--- src/rtl/drm_pkg.sv ---
// shared constants, state encoding and control structs for the decaying rate meter
// no dependencies
package drm_pkg;

	localparam int unsigned TICKS_PER_SEC = 7;
	localparam int unsigned USEC_PER_SEC = 1000000;
	localparam int unsigned MAX_DECAY_TICKS = 166;
	localparam logic [31:0] RATE_BIG = 32'h0FFF_FFFF;
	localparam int unsigned RATE_MAX_OUT = 32'd3758096377;

	localparam int unsigned AMT_W = 32;
	localparam int unsigned SEC_W = 32;
	localparam int unsigned USEC_W = 20;
	localparam int unsigned TOTAL_W = 64;
	localparam int unsigned RATE_W = 32;
	localparam int unsigned TICK_W = 32;
	localparam int unsigned CNT_W = 8;

	typedef enum logic [2:0] {
		ST_IDLE,
		ST_TICK,
		ST_PREP,
		ST_DECAY,
		ST_COMMIT
	} state_t;

	typedef struct packed {
		logic load_in;
		logic calc_now;
		logic prep;
		logic step;
		logic commit;
	} dp_cmd_t;

	typedef struct packed {
		logic decay_done;
	} dp_sts_t;

endpackage

--- src/rtl/drm_datapath.sv ---
// datapath: word capture, tick conversion, decay step, totals and result register
// depends on drm_pkg
module drm_datapath (
	input  logic                           clk,
	input  logic                           arst_n,
	input  drm_pkg::dp_cmd_t               cmd,
	output drm_pkg::dp_sts_t               sts,
	input  logic [drm_pkg::AMT_W-1:0]      amount,
	input  logic [drm_pkg::SEC_W-1:0]      time_seconds,
	input  logic [drm_pkg::USEC_W-1:0]     time_microseconds,
	output logic [drm_pkg::TOTAL_W-1:0]    grand_total,
	output logic [drm_pkg::RATE_W-1:0]     rate_per_second
);

	logic [drm_pkg::AMT_W-1:0]   amt_q;
	logic [drm_pkg::SEC_W-1:0]   sec_q;
	logic [drm_pkg::USEC_W-1:0]  usec_q;
	logic [drm_pkg::TICK_W-1:0]  now_q;
	logic [drm_pkg::TICK_W-1:0]  last_q;
	logic [drm_pkg::RATE_W-1:0]  rate_q;
	logic [drm_pkg::RATE_W-1:0]  r_q;
	logic [drm_pkg::TOTAL_W-1:0] total_q;
	logic [drm_pkg::CNT_W-1:0]   cnt_q;
	logic                        long_q;
	logic [drm_pkg::TOTAL_W-1:0] total_out_q;
	logic [drm_pkg::RATE_W-1:0]  rate_out_q;

	logic [22:0]                 usec7;
	logic [2:0]                  frac;
	logic [drm_pkg::TICK_W-1:0]  sec7;
	logic [drm_pkg::TICK_W-1:0]  now_d;
	logic [drm_pkg::TICK_W-1:0]  diff;
	logic [drm_pkg::RATE_W-1:0]  r_plus7;
	logic [drm_pkg::RATE_W-1:0]  r_next;
	logic [drm_pkg::RATE_W-1:0]  new_rate;
	logic [drm_pkg::TOTAL_W-1:0] new_total;
	logic [drm_pkg::RATE_W-1:0]  q8;
	logic [drm_pkg::RATE_W-1:0]  per_sec;

	// microsecond fraction to ticks: count thresholds passed
	always_comb begin
		usec7 = ({3'b000, usec_q} << 3) - {3'b000, usec_q};
		frac = 3'd0;
		for (int k = 1; k <= int'(drm_pkg::TICKS_PER_SEC); k++) begin
			if (usec7 >= 23'(k * drm_pkg::USEC_PER_SEC)) begin
				frac = frac + 3'd1;
			end
		end
	end

	assign sec7 = (sec_q << 3) - sec_q;
	assign now_d = sec7 + {29'd0, frac};
	assign diff = now_q - last_q;

	assign r_plus7 = r_q + 32'd7;
	assign r_next = r_q - (r_plus7 >> 3);

	assign new_rate = long_q ? amt_q : r_q + amt_q;
	assign new_total = total_q + {32'd0, amt_q};

	always_comb begin
		q8 = new_rate >> 3;
		if (new_rate > drm_pkg::RATE_BIG) begin
			per_sec = (q8 << 3) - q8;
		end else begin
			per_sec = ((new_rate << 3) - new_rate + 32'd7) >> 3;
		end
	end

	assign sts.decay_done = long_q || (cnt_q == '0) || (r_q == '0);

	always_ff @(posedge clk) begin
		if (cmd.load_in) begin
			amt_q <= amount;
			sec_q <= time_seconds;
			usec_q <= time_microseconds;
		end
		if (cmd.calc_now) begin
			now_q <= now_d;
		end
		if (cmd.prep) begin
			long_q <= diff > 32'(drm_pkg::MAX_DECAY_TICKS);
			cnt_q <= diff[drm_pkg::CNT_W-1:0];
			r_q <= rate_q;
		end else if (cmd.step) begin
			r_q <= r_next;
			cnt_q <= cnt_q - 8'd1;
		end
		if (cmd.commit) begin
			total_out_q <= new_total;
			rate_out_q <= per_sec;
		end
	end

	always_ff @(posedge clk or negedge arst_n) begin
		if (!arst_n) begin
			total_q <= '0;
			rate_q <= '0;
			last_q <= '0;
		end else if (cmd.commit) begin
			total_q <= new_total;
			rate_q <= new_rate;
			last_q <= now_q;
		end
	end

	assign grand_total = total_out_q;
	assign rate_per_second = rate_out_q;

endmodule

--- src/rtl/drm_ctrl.sv ---
// controller: sequences capture, tick conversion, decay loop and result hand-off
// depends on drm_pkg
module drm_ctrl (
	input  logic             clk,
	input  logic             arst_n,
	input  logic             in_valid,
	output logic             in_stall,
	output logic             out_valid,
	input  logic             out_stall,
	output drm_pkg::dp_cmd_t cmd,
	input  drm_pkg::dp_sts_t sts
);

	drm_pkg::state_t state_q;
	drm_pkg::state_t state_d;
	logic            out_valid_q;
	logic            out_free;

	assign out_free = !out_valid_q || !out_stall;

	always_ff @(posedge clk or negedge arst_n) begin
		if (!arst_n) begin
			state_q <= drm_pkg::ST_IDLE;
			out_valid_q <= 1'b0;
		end else begin
			state_q <= state_d;
			if (cmd.commit) begin
				out_valid_q <= 1'b1;
			end else if (!out_stall) begin
				out_valid_q <= 1'b0;
			end
		end
	end

	always_comb begin
		state_d = state_q;
		cmd = '0;
		unique case (state_q)
			drm_pkg::ST_IDLE: begin
				if (in_valid) begin
					cmd.load_in = 1'b1;
					state_d = drm_pkg::ST_TICK;
				end
			end
			drm_pkg::ST_TICK: begin
				cmd.calc_now = 1'b1;
				state_d = drm_pkg::ST_PREP;
			end
			drm_pkg::ST_PREP: begin
				cmd.prep = 1'b1;
				state_d = drm_pkg::ST_DECAY;
			end
			drm_pkg::ST_DECAY: begin
				if (sts.decay_done) begin
					state_d = drm_pkg::ST_COMMIT;
				end else begin
					cmd.step = 1'b1;
				end
			end
			drm_pkg::ST_COMMIT: begin
				if (out_free) begin
					cmd.commit = 1'b1;
					state_d = drm_pkg::ST_IDLE;
				end
			end
			default: begin
				state_d = drm_pkg::ST_IDLE;
			end
		endcase
	end

	assign in_stall = (state_q != drm_pkg::ST_IDLE);
	assign out_valid = out_valid_q;

endmodule

--- src/rtl/decaying_rate_meter.sv ---
// steps: capture, tick conversion, decay setup, one decay step per tick, commit
// a new word is taken only after the commit of the previous one
// a finished result waits in the output register while the next word is taken
// reset: asynchronous active-low arst_n clears total, rate, last tick and control
// top level of the decaying rate meter, depends on drm_pkg, drm_ctrl, drm_datapath
module decaying_rate_meter (
	input  logic                           clk,
	input  logic                           arst_n,
	input  logic                           in_valid,
	output logic                           in_stall,
	input  logic [drm_pkg::AMT_W-1:0]      amount,
	input  logic [drm_pkg::SEC_W-1:0]      time_seconds,
	input  logic [drm_pkg::USEC_W-1:0]     time_microseconds,
	output logic                           out_valid,
	input  logic                           out_stall,
	output logic [drm_pkg::TOTAL_W-1:0]    grand_total,
	output logic [drm_pkg::RATE_W-1:0]     rate_per_second
);

	drm_pkg::dp_cmd_t cmd;
	drm_pkg::dp_sts_t sts;

	drm_ctrl u_ctrl (
		.clk       (clk),
		.arst_n    (arst_n),
		.in_valid  (in_valid),
		.in_stall  (in_stall),
		.out_valid (out_valid),
		.out_stall (out_stall),
		.cmd       (cmd),
		.sts       (sts)
	);

	drm_datapath u_dp (
		.clk               (clk),
		.arst_n            (arst_n),
		.cmd               (cmd),
		.sts               (sts),
		.amount            (amount),
		.time_seconds      (time_seconds),
		.time_microseconds (time_microseconds),
		.grand_total       (grand_total),
		.rate_per_second   (rate_per_second)
	);

`ifndef ASSERT_OFF
	// an accepted word keeps the meter busy for the next cycle
	a_busy_after_accept: assert property (@(posedge clk) disable iff (!arst_n)
		in_valid && !in_stall |=> in_stall)
		else $error("meter not busy after accept");

	// a new result appears only as the controller returns to idle
	a_result_at_idle: assert property (@(posedge clk) disable iff (!arst_n)
		$rose(out_valid) |-> !in_stall)
		else $error("result without return to idle");

	// converted rate never exceeds the largest reachable value
	a_rate_bound: assert property (@(posedge clk) disable iff (!arst_n)
		out_valid |-> rate_per_second <= 32'(drm_pkg::RATE_MAX_OUT))
		else $error("rate out of range");

	// a commit never overwrites a result still waiting
	a_no_overwrite: assert property (@(posedge clk) disable iff (!arst_n)
		cmd.commit |-> !out_valid || !out_stall)
		else $error("result overwritten");
`endif

endmodule
--- config.mk ---
export PLATFORM = sky130hd
export DESIGN_NAME = decaying_rate_meter
export DESIGN_NICKNAME = d
export VERILOG_FILES = /design/src/rtl/drm_pkg.sv /design/src/rtl/drm_datapath.sv /design/src/rtl/drm_ctrl.sv /design/src/rtl/decaying_rate_meter.sv
export SDC_FILE = /design/constraint.sdc
export NUM_CORES = 1
export LEC_CHECK = 0
export ABC_AREA = 1
export BUFFER_PORTS_ARGS = -buffer_cell sky130_fd_sc_hd__buf_2
export CORE_AREA = 2 2 219 221
export DETAILED_ROUTE_END_ITERATION = 8
export DIE_AREA = 0 0 221 223
export MAX_ROUTING_LAYER = met4
export PLACE_DENSITY = 0.85
export SLEW_MARGIN = 20
export SYNTH_ARGS = -nofsm -noshare
export SYNTH_HDL_FRONTEND = slang
export SYNTH_SLANG_ARGS = --single-unit
--- constraint.sdc ---
create_clock -name clk -period 7.11 [get_ports clk]
set_input_delay 1.422 -clock clk [delete_from_list [all_inputs] [get_ports clk]]
set_output_delay 1.422 -clock clk [all_outputs]
set_load 0.1 [all_outputs]
After elaboration in Yosys (flattened, before gate mapping). Cells that the tools add are included.

Flip-flop bits (word level): 385. Output and inout bits: 98. Logic and storage cells: 88.

Add/sub/neg operators: 18. Order comparisons: 9. Eq/ne operators: 8. Muxes and demuxes: 27. Reduce and logical (&&, ||, !) cells: 11.

Operator list (number): 32-bit two-way mux (3); 32-bit subtractor (3); 23-bit >= comparator, second input constant (3); 32-bit by 3-bit adder with 32-bit output, second input constant (2); 64-bit by 32-bit adder with 64-bit output (1); 32-bit by 29-bit subtractor with 32-bit output (2); 23-bit by 22-bit >= comparator with 1-bit output, second input constant (2); 32-bit by 3-bit adder with 32-bit output (1); 32-bit adder (1); 32-bit by 28-bit > comparator with 1-bit output, second input constant (1); 32-bit by 8-bit > comparator with 1-bit output, second input constant (1); 32-bit logical NOT (1); 29-bit two-way mux (1); 3-bit two-way mux (9); 23-bit by 20-bit >= comparator with 1-bit output, second input constant (1); 23-bit by 21-bit >= comparator with 1-bit output, second input constant (1); 23-bit by 20-bit subtractor with 23-bit output (1); 3-bit by 1-bit adder with 3-bit output, second input constant (6); 8-bit two-way mux (2); 3-bit case mux with 5 select lines (1); 1-bit two-way mux (11); 8-bit logical NOT (1); 8-bit by 1-bit subtractor with 8-bit output, second input constant (1); 3-bit by 2-bit equality test with 1-bit output, second input constant (2); 10 further kinds (15).

Longest topological paths before layout. Gate-level depths: netlist (run 1).

Depth in word-level cells: 16. Mapped depth: 55. Depth with buffers taken out: 55.

By module. A second synthesis (run 1) with hierarchy kept.

Cells, all modules: 3726. Area, all modules: 29099.2 µm².

Modules (own cells, without submodules): drm_datapath (instances 1, cells each 3695, area an instance 28878.9 µm², seq. area each 10800.4 µm²); drm_ctrl (instances 1, cells each 31, area an instance 220.2 µm², seq. area each 100.1 µm²).

Worst setup path before layout (run 1). OpenSTA, ideal clock, no wires.

Path type: register to register. Start: register u_dp.usec_q[2] (netlist bit). End: register u_dp.now_q[31] (netlist bit) (data pin). Arrival: 6.318 ns. Slack: 0.530 ns. Cell stages (with the launch flop): 52. Buffers on the path: 0. Clock period less this slack: 6.580 ns. Path through: edfxtp_1 -> ha_1 -> nand2_1 -> inv_2 -> nand2_2 -> nor2_2 -> nand2_1 -> nand3_2 -> nand2_1 -> nand4_1 -> o21ai_0 -> o311ai_0 -> o2111ai_1 -> nand2_1 -> ha_1 -> inv_1 -> nand4_1 -> nand2_2 -> [16 not listed] -> nand2_1 -> nand2_1 -> xnor2_1 -> ha_1 -> nand2_1 -> nor2_1 -> nor2_1 -> o21ai_1 -> a21oi_1 -> o21ai_1 -> a21oi_1 -> o21bai_1 -> nand2_1 -> o211ai_1 -> nand2_1 -> o211ai_1 -> a21oi_1 -> xor2_1.

Cells in the longest elaborated chain, start to end: 16. Elaborated cells between the ends (all ways): 22. Classes of those cells: add/sub: 8; order compare: 7; mux: 7.

RTL lines: start, declared (line drm_datapath.sv:17) `logic [drm_pkg::USEC_W-1:0] usec_q;`; start signal, assigned (line drm_datapath.sv:76) `usec_q <= time_microseconds;`; 23-bit by 20-bit subtractor with 23-bit output (*) (line drm_datapath.sv:42) `usec7 = ({3'b000, usec_q} << 3) - {3'b000, usec_q};`; 23-bit by 20-bit >= comparator with 1-bit output (line drm_datapath.sv:45) `if (usec7 >= 23'(k * drm_pkg::USEC_PER_SEC)) begin`; 1-bit two-way mux (line drm_datapath.sv:45); 3-bit by 1-bit adder with 3-bit output (line drm_datapath.sv:46) `frac = frac + 3'd1;`; 3-bit two-way mux (line drm_datapath.sv:45); 3-bit by 1-bit adder with 3-bit output (line drm_datapath.sv:46); 3-bit two-way mux (line drm_datapath.sv:45); 3-bit by 1-bit adder with 3-bit output (line drm_datapath.sv:46); 3-bit two-way mux (line drm_datapath.sv:45); 3-bit by 1-bit adder with 3-bit output (line drm_datapath.sv:46); 3-bit two-way mux (line drm_datapath.sv:45); 3-bit by 1-bit adder with 3-bit output (line drm_datapath.sv:46); 3-bit two-way mux (line drm_datapath.sv:45); 3-bit by 1-bit adder with 3-bit output (line drm_datapath.sv:46); 3-bit two-way mux (*) (line drm_datapath.sv:45); 32-bit by 3-bit adder with 32-bit output (*) (line drm_datapath.sv:52) `assign now_d = sec7 + {29'd0, frac};`; net u_dp.now_d, one bit (line drm_datapath.sv:31) `logic [drm_pkg::TICK_W-1:0] now_d;`; end signal, assigned (line drm_datapath.sv:79) `now_q <= now_d;`; end, declared (line drm_datapath.sv:18) `logic [drm_pkg::TICK_W-1:0] now_q;`.

Mark *: on every way through the listed nets, which the timed path passes. The rest lies on a longest branch. A chain may end at the register's enable or synchronous reset.

Worst setup path in the final report (run 1).
Start: register u_dp.usec_q[5] (netlist bit). End: register u_dp.now_q[29] (netlist bit) (data pin).

Same word-level chain as after synthesis.

==> impl_metrics.sql, run 1 <==
INSERT INTO impl_metrics (metric_group, metric, value, unit) VALUES
('sta', 'finalCritPeriodShare', '96.1', '%'),
('yosys', 'asyncSetResetFlopFracSynth', '34.3', '%'),
('yosys', 'syn_area', '29300', 'um2'),
('sta', 'max_slew.worst_pin.slew', '1.07', 'ns'),
('yosys', 'post_synth_main_area_contributors', 'edfxtp_1 (26%), nand2_1 (13%), dfrtp_1 (11%)', ''),
('placed_design', 'detailed_place_hpwl', '58500', 'um'),
('detailed_routing', 'via_per_inst', '5.64', ''),
('yosys', 'synth_fp_nets', '4111', ''),
('critical_path', 'crit_arrival', '7.16', 'ns'),
('placed_design', 'dp.cells', '4553', ''),
('sta', 'hold_ws', '0.484', 'ns'),
('sta', 'setup_violations', '0', ''),
('power_and_ir_drop', 'comb_power_share', '62.7', '%'),
('power_and_ir_drop', 'peakVddDrop', '0.000458', 'V'),
('placed_design', 'port_buffers', '185', ''),
('detailed_routing', 'detail_route.drc_violations', '0', ''),
('sta', 'finalWorstPathRequiredPeriod', '6.83', 'ns'),
('final_layout', 'layout.filler_cells', '3732', ''),
('global_route', 'gr-total-overflow', '0', ''),
('outcome', 'run_status', 'finished clean', ''),
('clocking', 'clock_sinks', '385', ''),
('global_route', 'grt_util_met1', '39.6', '%'),
('flow_run', 'drv.max_cap_violation_count', '0', ''),
('sta', 'max_freq', '146', 'MHz'),
('yosys', 'netlist_instances', '3756', ''),
('power_and_ir_drop', 'share_seq_of_total_power', '24.2', '%'),
('yosys', 'synth.largest_area_cell', 'edfxtp_1', ''),
('yosys', 'yosys_register_bits', '385', ''),
('final_layout', 'post-route-util', '70.6', '%'),
('floorplanning', 'initial_core_util', '62.2', '%'),
('yosys', 'synth_most_common_cell', 'nand2_1', ''),
('yosys', 'yosysTopAreaCellShare', '25.9', '%'),
('global_route', 'grt_max_degree', '103', ''),
('sta', 'fin_setup_tns', '0', 'ns'),
('power_and_ir_drop', 'leakage', '15.5', 'nW'),
('detailed_routing', 'drt_iter0_drc', '2009', ''),
('critical_path', 'critical_path.endpoint_type', 'register', ''),
('floorplanning', 'die_h', '223', 'um'),
('critical_path', 'required', '7.44', 'ns'),
('critical_path', 'timing.critical_path.fanout_max', '4', ''),
('power_and_ir_drop', 'power-per-cell-area', '528', 'nW/um2'),
('critical_path', 'slowest_delay', '0.42', 'ns'),
('detailed_routing', 'firstDrtPassIters', '5', ''),
('global_route', 'first_global_vias', '25200', ''),
('critical_path', 'cp_common_cell', 'nand2_2', ''),
('floorplanning', 'fp.dieW', '221', 'um'),
('sta', 'final-max-slew-violation-count', '0', ''),
('clocking', 'clockBufferDepth', '3', ''),
('clocking', 'worstSkewPairLatency', '0.59', 'ns'),
('power_and_ir_drop', 'p_sw_share', '50.0', '%'),
('global_route', 'track_usage', '31.7', '%'),
('yosys', 'synth.yosys.seq_area_share', '37.2', '%'),
('global_route', 'global_route.peak_usage_layer', 'met2', ''),
('floorplanning', 'placement_rows', '80', ''),
('final_layout', 'fraction_of_final_layout_cells_with_drive_strength_greater_than_1', '13.6', '%'),
('detailed_routing', 'vias', '26300', ''),
('power_and_ir_drop', 'totalPowerFinal', '0.0176', 'W'),
('yosys', 'yosys_most_used_dff', 'edfxtp_1', ''),
('global_route', 'grt_antenna_before_repair', '0', ''),
('floorplanning', 'coreArea', '47100', 'um2'),
('power_and_ir_drop', 'clockPowerShare', '13.1', '%'),
('power_and_ir_drop', 'netsw', '0.00879', 'W'),
('final_layout', 'instances_no_fill', '4653', ''),
('clocking', 'cts-buffers-inserted', '42', ''),
('yosys', 'synth_enable_flop_cells', '253', ''),
('final_layout', 'layout.nets', '4358', ''),
('power_and_ir_drop', 'power.internal', '0.00879', 'W'),
('sta', 'timing.slew.headroom', '28.1', '%'),
('yosys', 'ys.warnings.count', '0', ''),
('placed_design', 'routabilityCongestion', '0.958', ''),
('detailed_routing', 'drt_wl_total', '77400', 'um');
-- worst max-delay path: cells and delay by family, from the launching register on --
| kind | cells | cell delay (ns) |
|---|---|---|
| AOI/OAI and AO/OA | 8 | 1.41 |
| buffers and inverters | 8 | 0.58 |
| and+or+nand+nor | 27 | 2.41 |
| xor gates and xnor gates | 2 | 0.28 |
| adders and majority gates | 6 | 1.47 |
| DFF | 1 | 0.42 |
-- metal layers --
metal | vias up | wire, um
li1 | 13000 | -
met1 | 12200 | 32700
met2 | 928 | 36800
met3 | 179 | 4830
met4 | 0 | 3000
met5 | - | 0
-- path summary, 6_finish.rpt --
check,startpoint,end,slack [ns],cells after the start
worst min register to register,u_dp.rate_q[7],u_dp.rate_q[7],0.48,2
min in group asynchronous,arst_n,u_dp.total_q[37],0.89,1
worst max register to register,u_dp.usec_q[5],u_dp.now_q[29],0.28,51
worst max-delay path,u_dp.usec_q[5],u_dp.now_q[29],0.28,51
max in group asynchronous,arst_n,u_dp.last_q[1],4.92,2
worst min-delay path,u_dp.rate_q[7],u_dp.rate_q[7],0.48,2
-- final cells by class --
class | instances | area, um2 | area share (%)
diodes | 1 | 2.50 | 0.00752
clock inverters | 27 | 333 | 1.00
inverters | 534 | 2010 | 6.05
repair buffers | 252 | 1450 | 4.36
clock buffers | 51 | 1120 | 3.38
multi-input cells | 2788 | 16700 | 50.1
well taps | 615 | 769 | 2.31
flip-flops and latches | 385 | 10900 | 32.8
-- cell usage in the layout, fill, tap and decap left out, drive strengths merged, types with 141 or more instances in the layout --
master,count
buf,252
inv,537
a21oi,236
o21ai,283
nand2,1008
xor2,141
nor2,293
nand3,162
ha,236
edfxtp,253
-- cells by family after synthesis --
kind of cell    synth area share (%)
buf+inv                         7.60
mux                           0.0341
xor+xnor                        5.97
fa+ha+maj                       12.2
flops                           37.2
compound gates                  12.8
simple gates                    24.2
-- through the flow --
stage / setup WS [ns] / instance area [um2]
floorplan: 0.530 / 29300
global placement: 0.0653 / 31200
detailed placement: -0.121 / 31200
CTS: 0.00504 / 32700
global route: -0.170 / 33300
finish: 0.280 / 33300
-- power groups by stage --
stage / sequential (W) / clock [W] / combinational (W)
after detailed placement: 0.00425 / 0 / 0.0104
after CTS: 0.00423 / 0.00233 / 0.0106
final: 0.00425 / 0.00230 / 0.0110
after global placement: 0.00423 / 0 / 0.0102
after floorplan: 0.00470 / 0 / 0.00754
after global routing: 0.00432 / 0.00241 / 0.0123
-- state kept, by name, summed over array words and instances (netlist names) --
signal and count:
u_dp.rate_per_second 32, u_dp.sec_q 32, u_dp.long_q 1, u_dp.now_q 32, u_dp.usec_q 20, u_ctrl.state_q 3
u_dp.total_q 64, u_dp.grand_total 64, u_dp.amt_q 32, u_dp.r_q 32, u_dp.last_q 32, u_ctrl.out_valid 1
u_dp.rate_q 32, u_dp.cnt_q 8
-- timing repair --
action                                  in CTS  in global routing
gates resized for setup                     17                102
hold buffers                                 0                  0
setup buffers                                3                 17
cloned                                       0                  0
endpoints found under the setup margin       9                 19
pin swaps                                    4                 58
Note: power is estimated with default switching activity, not from simulation.
==> inputs of run 2 (changes only) <==
--- a/config.mk
+++ b/config.mk
@@ -7,12 +7,13 @@
 export LEC_CHECK = 0
 export ABC_AREA = 1
 export BUFFER_PORTS_ARGS = -buffer_cell sky130_fd_sc_hd__buf_2
-export CORE_AREA = 2 2 219 221
+export CORE_AREA = 2 2 218 220
 export DETAILED_ROUTE_END_ITERATION = 8
-export DIE_AREA = 0 0 221 223
+export DIE_AREA = 0 0 220 222
 export MAX_ROUTING_LAYER = met4
 export PLACE_DENSITY = 0.85
 export SLEW_MARGIN = 20
 export SYNTH_ARGS = -nofsm -noshare
 export SYNTH_HDL_FRONTEND = slang
+export SYNTH_HIERARCHICAL = 1
 export SYNTH_SLANG_ARGS = --single-unit
==> run 2 against run 1 <==
Area after synthesis decreased by 0.75%. Largest power group unchanged. Worst setup slack improved by 0.056 ns. Via count decreased by 1.5%. Largest cell class unchanged. Die area decreased by 0.90%. Highest routed layer unchanged. Critical endpoint is now u_dp/now_q[27]. Sequential power decreased by 4%. Non-clock buffer count decreased by 29. Clock power increased by 7%. Total power decreased by 2.5%. Design area decreased by 0.82%. Register-to-register slack improved by 0.06 ns. First-iteration DRC count increased by 4.5%.
==> impl_metrics.sql, run 2 <==
INSERT INTO impl_metrics (metric_group, metric, value, unit) VALUES
('global_route', 'first_global_vias', '24700', ''),
('sta', 'fin_setup_tns', '0', 'ns'),
('critical_path', 'crit_arrival', '7.13', 'ns'),
('clocking', 'clock_sinks', '385', ''),
('yosys', 'most_frequent_cells_after_synthesis', 'nand2_1 (945), inv_1 (539), nor2_1 (268)', ''),
('sta', 'max_slew.worst_pin.slew', '1.12', 'ns'),
('clocking', 'cts.hold.buffers_added', '0', ''),
('sta', 'finalCritPeriodShare', '95.3', '%'),
('detailed_routing', 'detail_route.drc_violations', '0', ''),
('clocking', 'worstSkewPairLatency', '0.60', 'ns'),
('final_layout', 'layout.nets', '4303', ''),
('global_route', 'grt_antenna_before_repair', '2', ''),
('global_route', 'gr-total-overflow', '0', ''),
('global_route', 'track_usage', '31.2', '%'),
('critical_path', 'cp_common_cell', 'nand2_1', ''),
('detailed_routing', 'via_per_inst', '5.63', ''),
('power_and_ir_drop', 'power-per-cell-area', '519', 'nW/um2'),
('yosys', 'yosys_most_used_dff', 'edfxtp_1', ''),
('final_layout', 'fraction_of_final_layout_cells_with_drive_strength_greater_than_1', '13.5', '%'),
('sta', 'max_freq', '148', 'MHz'),
('yosys', 'post_synth_main_area_contributors', 'edfxtp_1 (26%), nand2_1 (12%), dfrtp_1 (11%)', ''),
('yosys', 'netlist_instances', '3726', ''),
('clocking', 'root_buffer', 'clkbuf_16', ''),
('yosys', 'syn_avg_cell_area', '7.81', 'um2'),
('clocking', 'tritoncts', 'built', ''),
('final_layout', 'layout_commonest_cell', 'nand2_1', ''),
('yosys', 'synth.yosys.seq_area_share', '37.5', '%'),
('global_route', 'grt_max_degree', '104', ''),
('detailed_routing', 'drt_wl_total', '75100', 'um'),
('final_layout', 'commonest_cells_after_routing_fill_and_taps_aside', 'nand2_1 (915), inv_1 (521), nor2_1 (254)', ''),
('placed_design', 'detailedPlace.worstSlack', '-0.122', 'ns'),
('critical_path', 'required', '7.47', 'ns'),
('sta', 'finalWorstPathRequiredPeriod', '6.77', 'ns'),
('floorplanning', 'placement_rows', '79', ''),
('yosys', 'synth_most_common_cell', 'nand2_1', ''),
('sta', 'hold_ws', '0.485', 'ns'),
('yosys', 'synth_enable_flop_cells', '253', ''),
('yosys', 'synth_fp_nets', '4081', ''),
('critical_path', 'path_buf_inv', '8', ''),
('final_layout', 'post-route-util', '71.3', '%'),
('power_and_ir_drop', 'leakage', '15.4', 'nW'),
('power_and_ir_drop', 'totalPowerFinal', '0.0171', 'W'),
('critical_path', 'timing.critical_path.from_type', 'register', ''),
('clocking', 'cts_max_level', '2', ''),
('floorplanning', 'fp.dieW', '220', 'um'),
('critical_path', 'critical_path.slowest_cell', 'edfxtp_1', ''),
('final_layout', 'layout.filler_cells', '3707', ''),
('sta', 'setup_violations', '0', ''),
('critical_path', 'critical_path.endpoint_type', 'register', ''),
('yosys', 'syn_area', '29100', 'um2'),
('min_path', 'worst_hold_path_type', 'reg -> reg', ''),
('power_and_ir_drop', 'share_seq_of_total_power', '23.8', '%'),
('floorplanning', 'die-area', '48800', 'um2'),
('floorplanning', 'die_h', '222', 'um'),
('sta', 'final_hold_viol_count', '0', ''),
('sta', 'worst_clock_skew', '0.0274', 'ns'),
('global_route', 'grt_pass1_wl', '120000', 'um'),
('detailed_routing', 'firstDrtPassIters', '7', ''),
('critical_path', 'crit_type', 'reg -> reg', ''),
('power_and_ir_drop', 'netsw', '0.00850', 'W'),
('power_and_ir_drop', 'comb_power_share', '61.9', '%'),
('floorplanning', 'io-pin-count', '186', ''),
('yosys', 'synth.largest_area_cell', 'edfxtp_1', ''),
('power_and_ir_drop', 'p_sw_share', '49.6', '%'),
('final_layout', 'areaGrowthSynthToFinish', '13.4', '%'),
('power_and_ir_drop', 'clockPowerShare', '14.4', '%'),
('detailed_routing', 'postRouteAntennaNets', '0', ''),
('sta', 'timing.slew.headroom', '25.5', '%'),
('sta', 'final-max-slew-violation-count', '0', ''),
('placed_design', 'port_buffers', '185', ''),
('critical_path', 'crit_family', 'simple AND/OR/NAND/NOR gates', ''),
('critical_path', 'timing.critical_path.fanout_max', '4', ''),
('clocking', 'clockBufferDepth', '3', ''),
('detailed_routing', 'vias', '25900', ''),
('floorplanning', 'coreArea', '46300', 'um2'),
('flow_run', 'drv.max_cap_violation_count', '0', ''),
('sta', 'fin_ws', '0.336', 'ns'),
('power_and_ir_drop', 'power.internal', '0.00863', 'W'),
('detailed_routing', 'wl_per_cell', '16.3', 'um'),
('clocking', 'clk_pin_slew', '0.06', 'ns'),
('critical_path', 'slowest_delay', '0.46', 'ns'),
('yosys', 'yosys_register_bits', '385', ''),
('yosys', 'asyncSetResetFlopFracSynth', '34.3', '%'),
('clocking', 'cts-buffers-inserted', '44', ''),
('yosys', 'ys.warnings.count', '6', ''),
('power_and_ir_drop', 'peakVddDrop', '0.000356', 'V'),
('detailed_routing', 'drt_iter0_drc', '2100', ''),
('outcome', 'run_status', 'finished clean', ''),
('yosys', 'yosysTopAreaCellShare', '26.1', '%'),
('yosys', 'yosys.cell_types.count', '64', ''),
('placed_design', 'routabilityCongestion', '0.975', ''),
('placed_design', 'detailed_place_hpwl', '56700', 'um'),
('floorplanning', 'initial_core_util', '62.9', '%');
## run 2: power by group through the flow
| stage | clock (W) | sequential [W] | combinational (W) |
|---|---|---|---|
| floorplan | 0 | 0.00461 | 0.00730 |
| detailed placement | 0 | 0.00408 | 0.0100 |
| global route | 0.00259 | 0.00415 | 0.0119 |
| global placement | 0 | 0.00406 | 0.00984 |
| CTS | 0.00250 | 0.00405 | 0.0102 |
| finish | 0.00246 | 0.00407 | 0.0106 |
## run 2: metrics by stage
stage / instances / cell area, um2
after floorplan: 3726 / 29100
after global placement: 4491 / 30800
after detailed placement: 4491 / 30800
after CTS: 4573 / 32400
after global routing: 4593 / 33000
final: 4593 / 33000
## run 2: cells by family (layout without fill, tap and decap cells)
logic type               count (synthesis)  count (layout)  synth area share, %
AO/OA/AOI/OAI                          663             663                 13.0
XOR/XNOR                               184             184                 5.54
adder cells (fa/ha/maj)                267             267                 12.3
buffers and inverters                  593             851                 7.74
flip-flops                             385             385                 37.5
multiplexers                             1               1               0.0344
other                                    0               2                    0
AND/OR/NAND/NOR                       1633            1633                 24.0
## run 2: final cells by class
type,count,area (um2),share of cell area (%)
antenna,2,5.00,0.0152
sequential,385,10900,33.0
tap,607,759,2.30
clock inverter,27,358,1.08
inverter,546,2050,6.22
multi-input combinational,2748,16500,50.0
clock buffer,55,1210,3.68
timing repair buffer,223,1220,3.69
## run 2: what timing repair did
action,CTS,global route
gates cloned,0,0
gates resized for setup,6,125
buffers inserted,0,18
pin swaps,0,44
setup endpoints to repair,5,20
## run 2: metal layers
| metal | global-route usage [%] | wire length (um) |
|---|---|---|
| met5 | - | 0 |
| met2 | 51.7 | 36300 |
| met1 | 38.7 | 31600 |
| met4 | 12.2 | 2980 |
| met3 | 4.20 | 4230 |
## run 2: final timing paths
kind | from | to | slack [ns] | depth (start not counted)
setup / recovery | u_dp/usec_q[5] | u_dp/now_q[27] | 0.34 | 55
hold / removal | u_dp/total_q[6] | u_dp/total_q[6] | 0.49 | 2
setup reg to reg | u_dp/usec_q[5] | u_dp/now_q[27] | 0.34 | 55
hold reg to reg | u_dp/total_q[6] | u_dp/total_q[6] | 0.49 | 2
max in group asynchronous | arst_n | u_dp/total_q[63] | 4.92 | 2
min in group asynchronous | arst_n | u_dp/rate_q[26] | 0.79 | 1
## run 2: worst min-delay path: stages, from the launching register on
cell,delay [ns]
dfrtp_1,0.35
nand2_1,0.06
nand2_1,0.05
==> inputs of run 3 (changes only) <==
--- a/config.mk
+++ b/config.mk
@@ -7,9 +7,9 @@
 export LEC_CHECK = 0
 export ABC_AREA = 1
 export BUFFER_PORTS_ARGS = -buffer_cell sky130_fd_sc_hd__buf_2
-export CORE_AREA = 2 2 218 220
+export CORE_AREA = 2 2 166 290
 export DETAILED_ROUTE_END_ITERATION = 8
-export DIE_AREA = 0 0 220 222
+export DIE_AREA = 0 0 168 292
 export MAX_ROUTING_LAYER = met4
 export PLACE_DENSITY = 0.85
 export SLEW_MARGIN = 20
==> run 3 against run 2 <==
Cell count barely moved. Non-clock buffer count rose by 37. Design area barely moved. Critical path depth rose by 2. Register-to-register slack barely moved. Combinational power rose by 6%. Sequential cell count did not move. Clock power fell by 14%. Via count rose by 2.3%. Routed wire length rose by 11%. Total power rose by 1.3%. Clock skew fell by 0.0036 ns.
==> impl_metrics.sql, run 3 (synthesis gave the netlist of run 2 again) <==
INSERT INTO impl_metrics (metric_group, metric, value, unit) VALUES
('placed_design', 'port_buffers', '185', ''),
('floorplanning', 'die-area', '49100', 'um2'),
('global_route', 'grt_max_degree', '175', ''),
('detailed_routing', 'vias', '26500', ''),
('clocking', 'tritoncts', 'built', ''),
('placed_design', 'detailed_place_hpwl', '64700', 'um'),
('floorplanning', 'coreArea', '46600', 'um2'),
('clocking', 'cts.hold.buffers_added', '0', ''),
('critical_path', 'required', '7.42', 'ns'),
('floorplanning', 'io-pin-count', '186', ''),
('global_route', 'grt_antenna_before_repair', '0', ''),
('detailed_routing', 'drt_iter0_drc', '1540', ''),
('final_layout', 'instances_no_fill', '4597', ''),
('flow_run', 'drv.max_cap_violation_count', '0', ''),
('final_layout', 'layout.filler_cells', '3815', ''),
('sta', 'max_slew.worst_pin.slew', '1.02', 'ns'),
('critical_path', 'crit_type', 'reg -> reg', ''),
('min_path', 'min-delay-start', 'u_dp/total_q[17]', ''),
('detailed_routing', 'drt_wl_total', '83200', 'um'),
('floorplanning', 'die_h', '292', 'um'),
('clocking', 'cts_max_level', '2', ''),
('detailed_routing', 'wl_met1', '28000', 'um'),
('detailed_routing', 'wl_per_cell', '18.1', 'um'),
('power_and_ir_drop', 'peakVddDrop', '0.000304', 'V'),
('global_route', 'first_global_vias', '27200', ''),
('placed_design', 'routabilityCongestion', '1.03', ''),
('clocking', 'cts-buffers-inserted', '38', ''),
('placed_design', 'dp.cells', '4514', ''),
('critical_path', 'timing.rr.end', 'u_dp/now_q[25]', ''),
('sta', 'max_freq', '147', 'MHz'),
('critical_path', 'crit_arrival', '7.10', 'ns'),
('min_path', 'holdPathEnd', 'u_dp/total_q[17]', ''),
('critical_path', 'timing.critical_path.fanout_max', '4', ''),
('floorplanning', 'placement_rows', '105', ''),
('floorplanning', 'fp.dieW', '168', 'um'),
('detailed_routing', 'postRouteAntennaNets', '0', ''),
('critical_path', 'cp_common_cell', 'nand2_1', ''),
('min_path', 'whs_path_cells', '2', ''),
('clocking', 'clockBufferDepth', '3', ''),
('clocking', 'clock_sinks', '385', ''),
('sta', 'final_hold_viol_count', '0', ''),
('floorplanning', 'initial_core_util', '62.4', '%'),
('clocking', 'root_buffer', 'clkbuf_16', ''),
('critical_path', 'critical_path.reg2reg.startpoint', 'u_dp/usec_q[4]', ''),
('sta', 'timing.slew.headroom', '31.1', '%'),
('critical_path', 'timing.critical_path.from_type', 'register', ''),
('sta', 'final-max-slew-violation-count', '0', ''),
('sta', 'worst_clock_skew', '0.0238', 'ns'),
('sta', 'setup_violations', '0', ''),
('final_layout', 'antenna_cells', '0', ''),
('final_layout', 'layout.nets', '4334', ''),
('detailed_routing', 'wl_met3', '3130', 'um'),
('final_layout', 'layout_commonest_cell', 'nand2_1', ''),
('final_layout', 'fraction_of_final_layout_cells_with_drive_strength_greater_than_1', '13.9', '%'),
('critical_path', 'critical_path.endpoint_type', 'register', ''),
('clocking', 'worstSkewPairLatency', '0.56', 'ns'),
('critical_path', 'critical_path.slowest_cell', 'edfxtp_1', ''),
('detailed_routing', 'firstDrtPassIters', '6', ''),
('final_layout', 'commonest_cells_after_routing_fill_and_taps_aside', 'nand2_1 (922), inv_1 (526), nor2_1 (253), edfxtp_1 (253), o21ai_0 (241)', ''),
('critical_path', 'reg2reg_depth', '57', ''),
('power_and_ir_drop', 'leakage', '15.4', 'nW'),
('sta', 'fin_setup_tns', '0', 'ns'),
('detailed_routing', 'via_per_inst', '5.76', ''),
('min_path', 'worst_hold_path_type', 'reg -> reg', ''),
('critical_path', 'slowest_delay', '0.40', 'ns'),
('global_route', 'grt_pass1_wl', '131000', 'um'),
('outcome', 'run_status', 'finished clean', ''),
('global_route', 'track_usage', '34.7', '%'),
('critical_path', 'setup.reg_to_reg.worst_slack', '0.33', 'ns'),
('power_and_ir_drop', 'power-per-cell-area', '526', 'nW/um2'),
('clocking', 'clk_pin_slew', '0.07', 'ns'),
('detailed_routing', 'detail_route.drc_violations', '0', ''),
('sta', 'finalCritPeriodShare', '95.4', '%'),
('detailed_routing', 'route.met2.wl', '44800', 'um'),
('detailed_routing', 'maxUsedRoutingLayer', 'met4', ''),
('final_layout', 'areaGrowthSynthToFinish', '13.4', '%'),
('global_route', 'gr-total-overflow', '0', ''),
('sta', 'finalWorstPathRequiredPeriod', '6.78', 'ns');
==> run 3: cell count changes in the layout (fill, tap and decap cells not counted), moves of 3 or more <==
cell       change
a21oi_2        +3
nand2_2       -10
clkinv_1       +6
inv_1          +5
clkbuf_16      -7
nand2_4        +3
nor2_2         +3
inv_2          -5
buf_4         +34
nand2_1        +7
a21oi_1        -4
==> run 3: final cells by class <==
class                      count  area, um2  share of cell area [%]
tap                          588        736                    2.23
multi-input combinational   2748      16500                    50.0
inverter                     546       2050                    6.21
timing repair buffer         260       1520                    4.62
clock inverter                25        277                   0.838
sequential                   385      10900                    33.0
clock buffer                  45       1010                    3.06
==> run 3: power by group <==
group	internal, W	switching, W
logic	0.00377	0.00738
registers	0.00353	0.000548
clock network	0.00121	0.000917
==> run 3: worst max-delay path by stage <==
stage | cells after the start | slack [ns] | startpoint | end
6_report | 57 | 0.33 | u_dp/usec_q[4] | u_dp/now_q[25]
5_1_grt | 59 | -0.13 | u_dp/usec_q[4] | u_dp/now_q[27]
4_1_cts | 57 | -0.07 | u_dp/usec_q[13] | u_dp/now_q[27]
3_3_place_gp | 55 | -0.0005 | u_dp/usec_q[14] | u_dp/now_q[27]
3_5_place_dp | 56 | -0.07 | u_dp/usec_q[12] | u_dp/now_q[27]
2_1_floorplan | 9 | 0.35 | out_stall | u_dp/rate_q[4]
==> run 3: what timing repair did <==
item / CTS / global route
pin swaps: 0 / 41
endpoints found under the setup margin: 4 / 19
cloned: 0 / 0
setup buffers: 0 / 13
resized for setup: 4 / 126
==> run 3: worst max-delay path: cells and delay by family (launching register included) <==
family / cells / cell delay (ns)
adders and majority gates: 6 / 1.50
AOI/OAI and AO/OA: 9 / 1.13
buffers and inverters: 10 / 0.86
xor gates and xnor gates: 1 / 0.13
and+or+nand+nor: 31 / 2.51
DFF: 1 / 0.40
==> run 3: stage by stage <==
stage               worst slack (ns)  power, W  hold slack [ns]  utilization (%)  instance area [um2]
global placement           -0.000453    0.0144            0.459             66.6                31100
finish                         0.328    0.0174            0.483             70.8                33000
detailed placement           -0.0702    0.0147            0.467             66.6                31100
global route                  -0.132    0.0187            0.510             70.8                33000
floorplan                      0.352    0.0119            0.446                -                29100
CTS                          -0.0686    0.0169            0.483             69.4                32400
==> run 3: per-layer routing <==
metal	track usage [%]	vias to the layer above
met1	32.0	12400
li1	-	12900
met3	3.58	408
met5	-	-
met2	64.8	854
met4	26.0	0
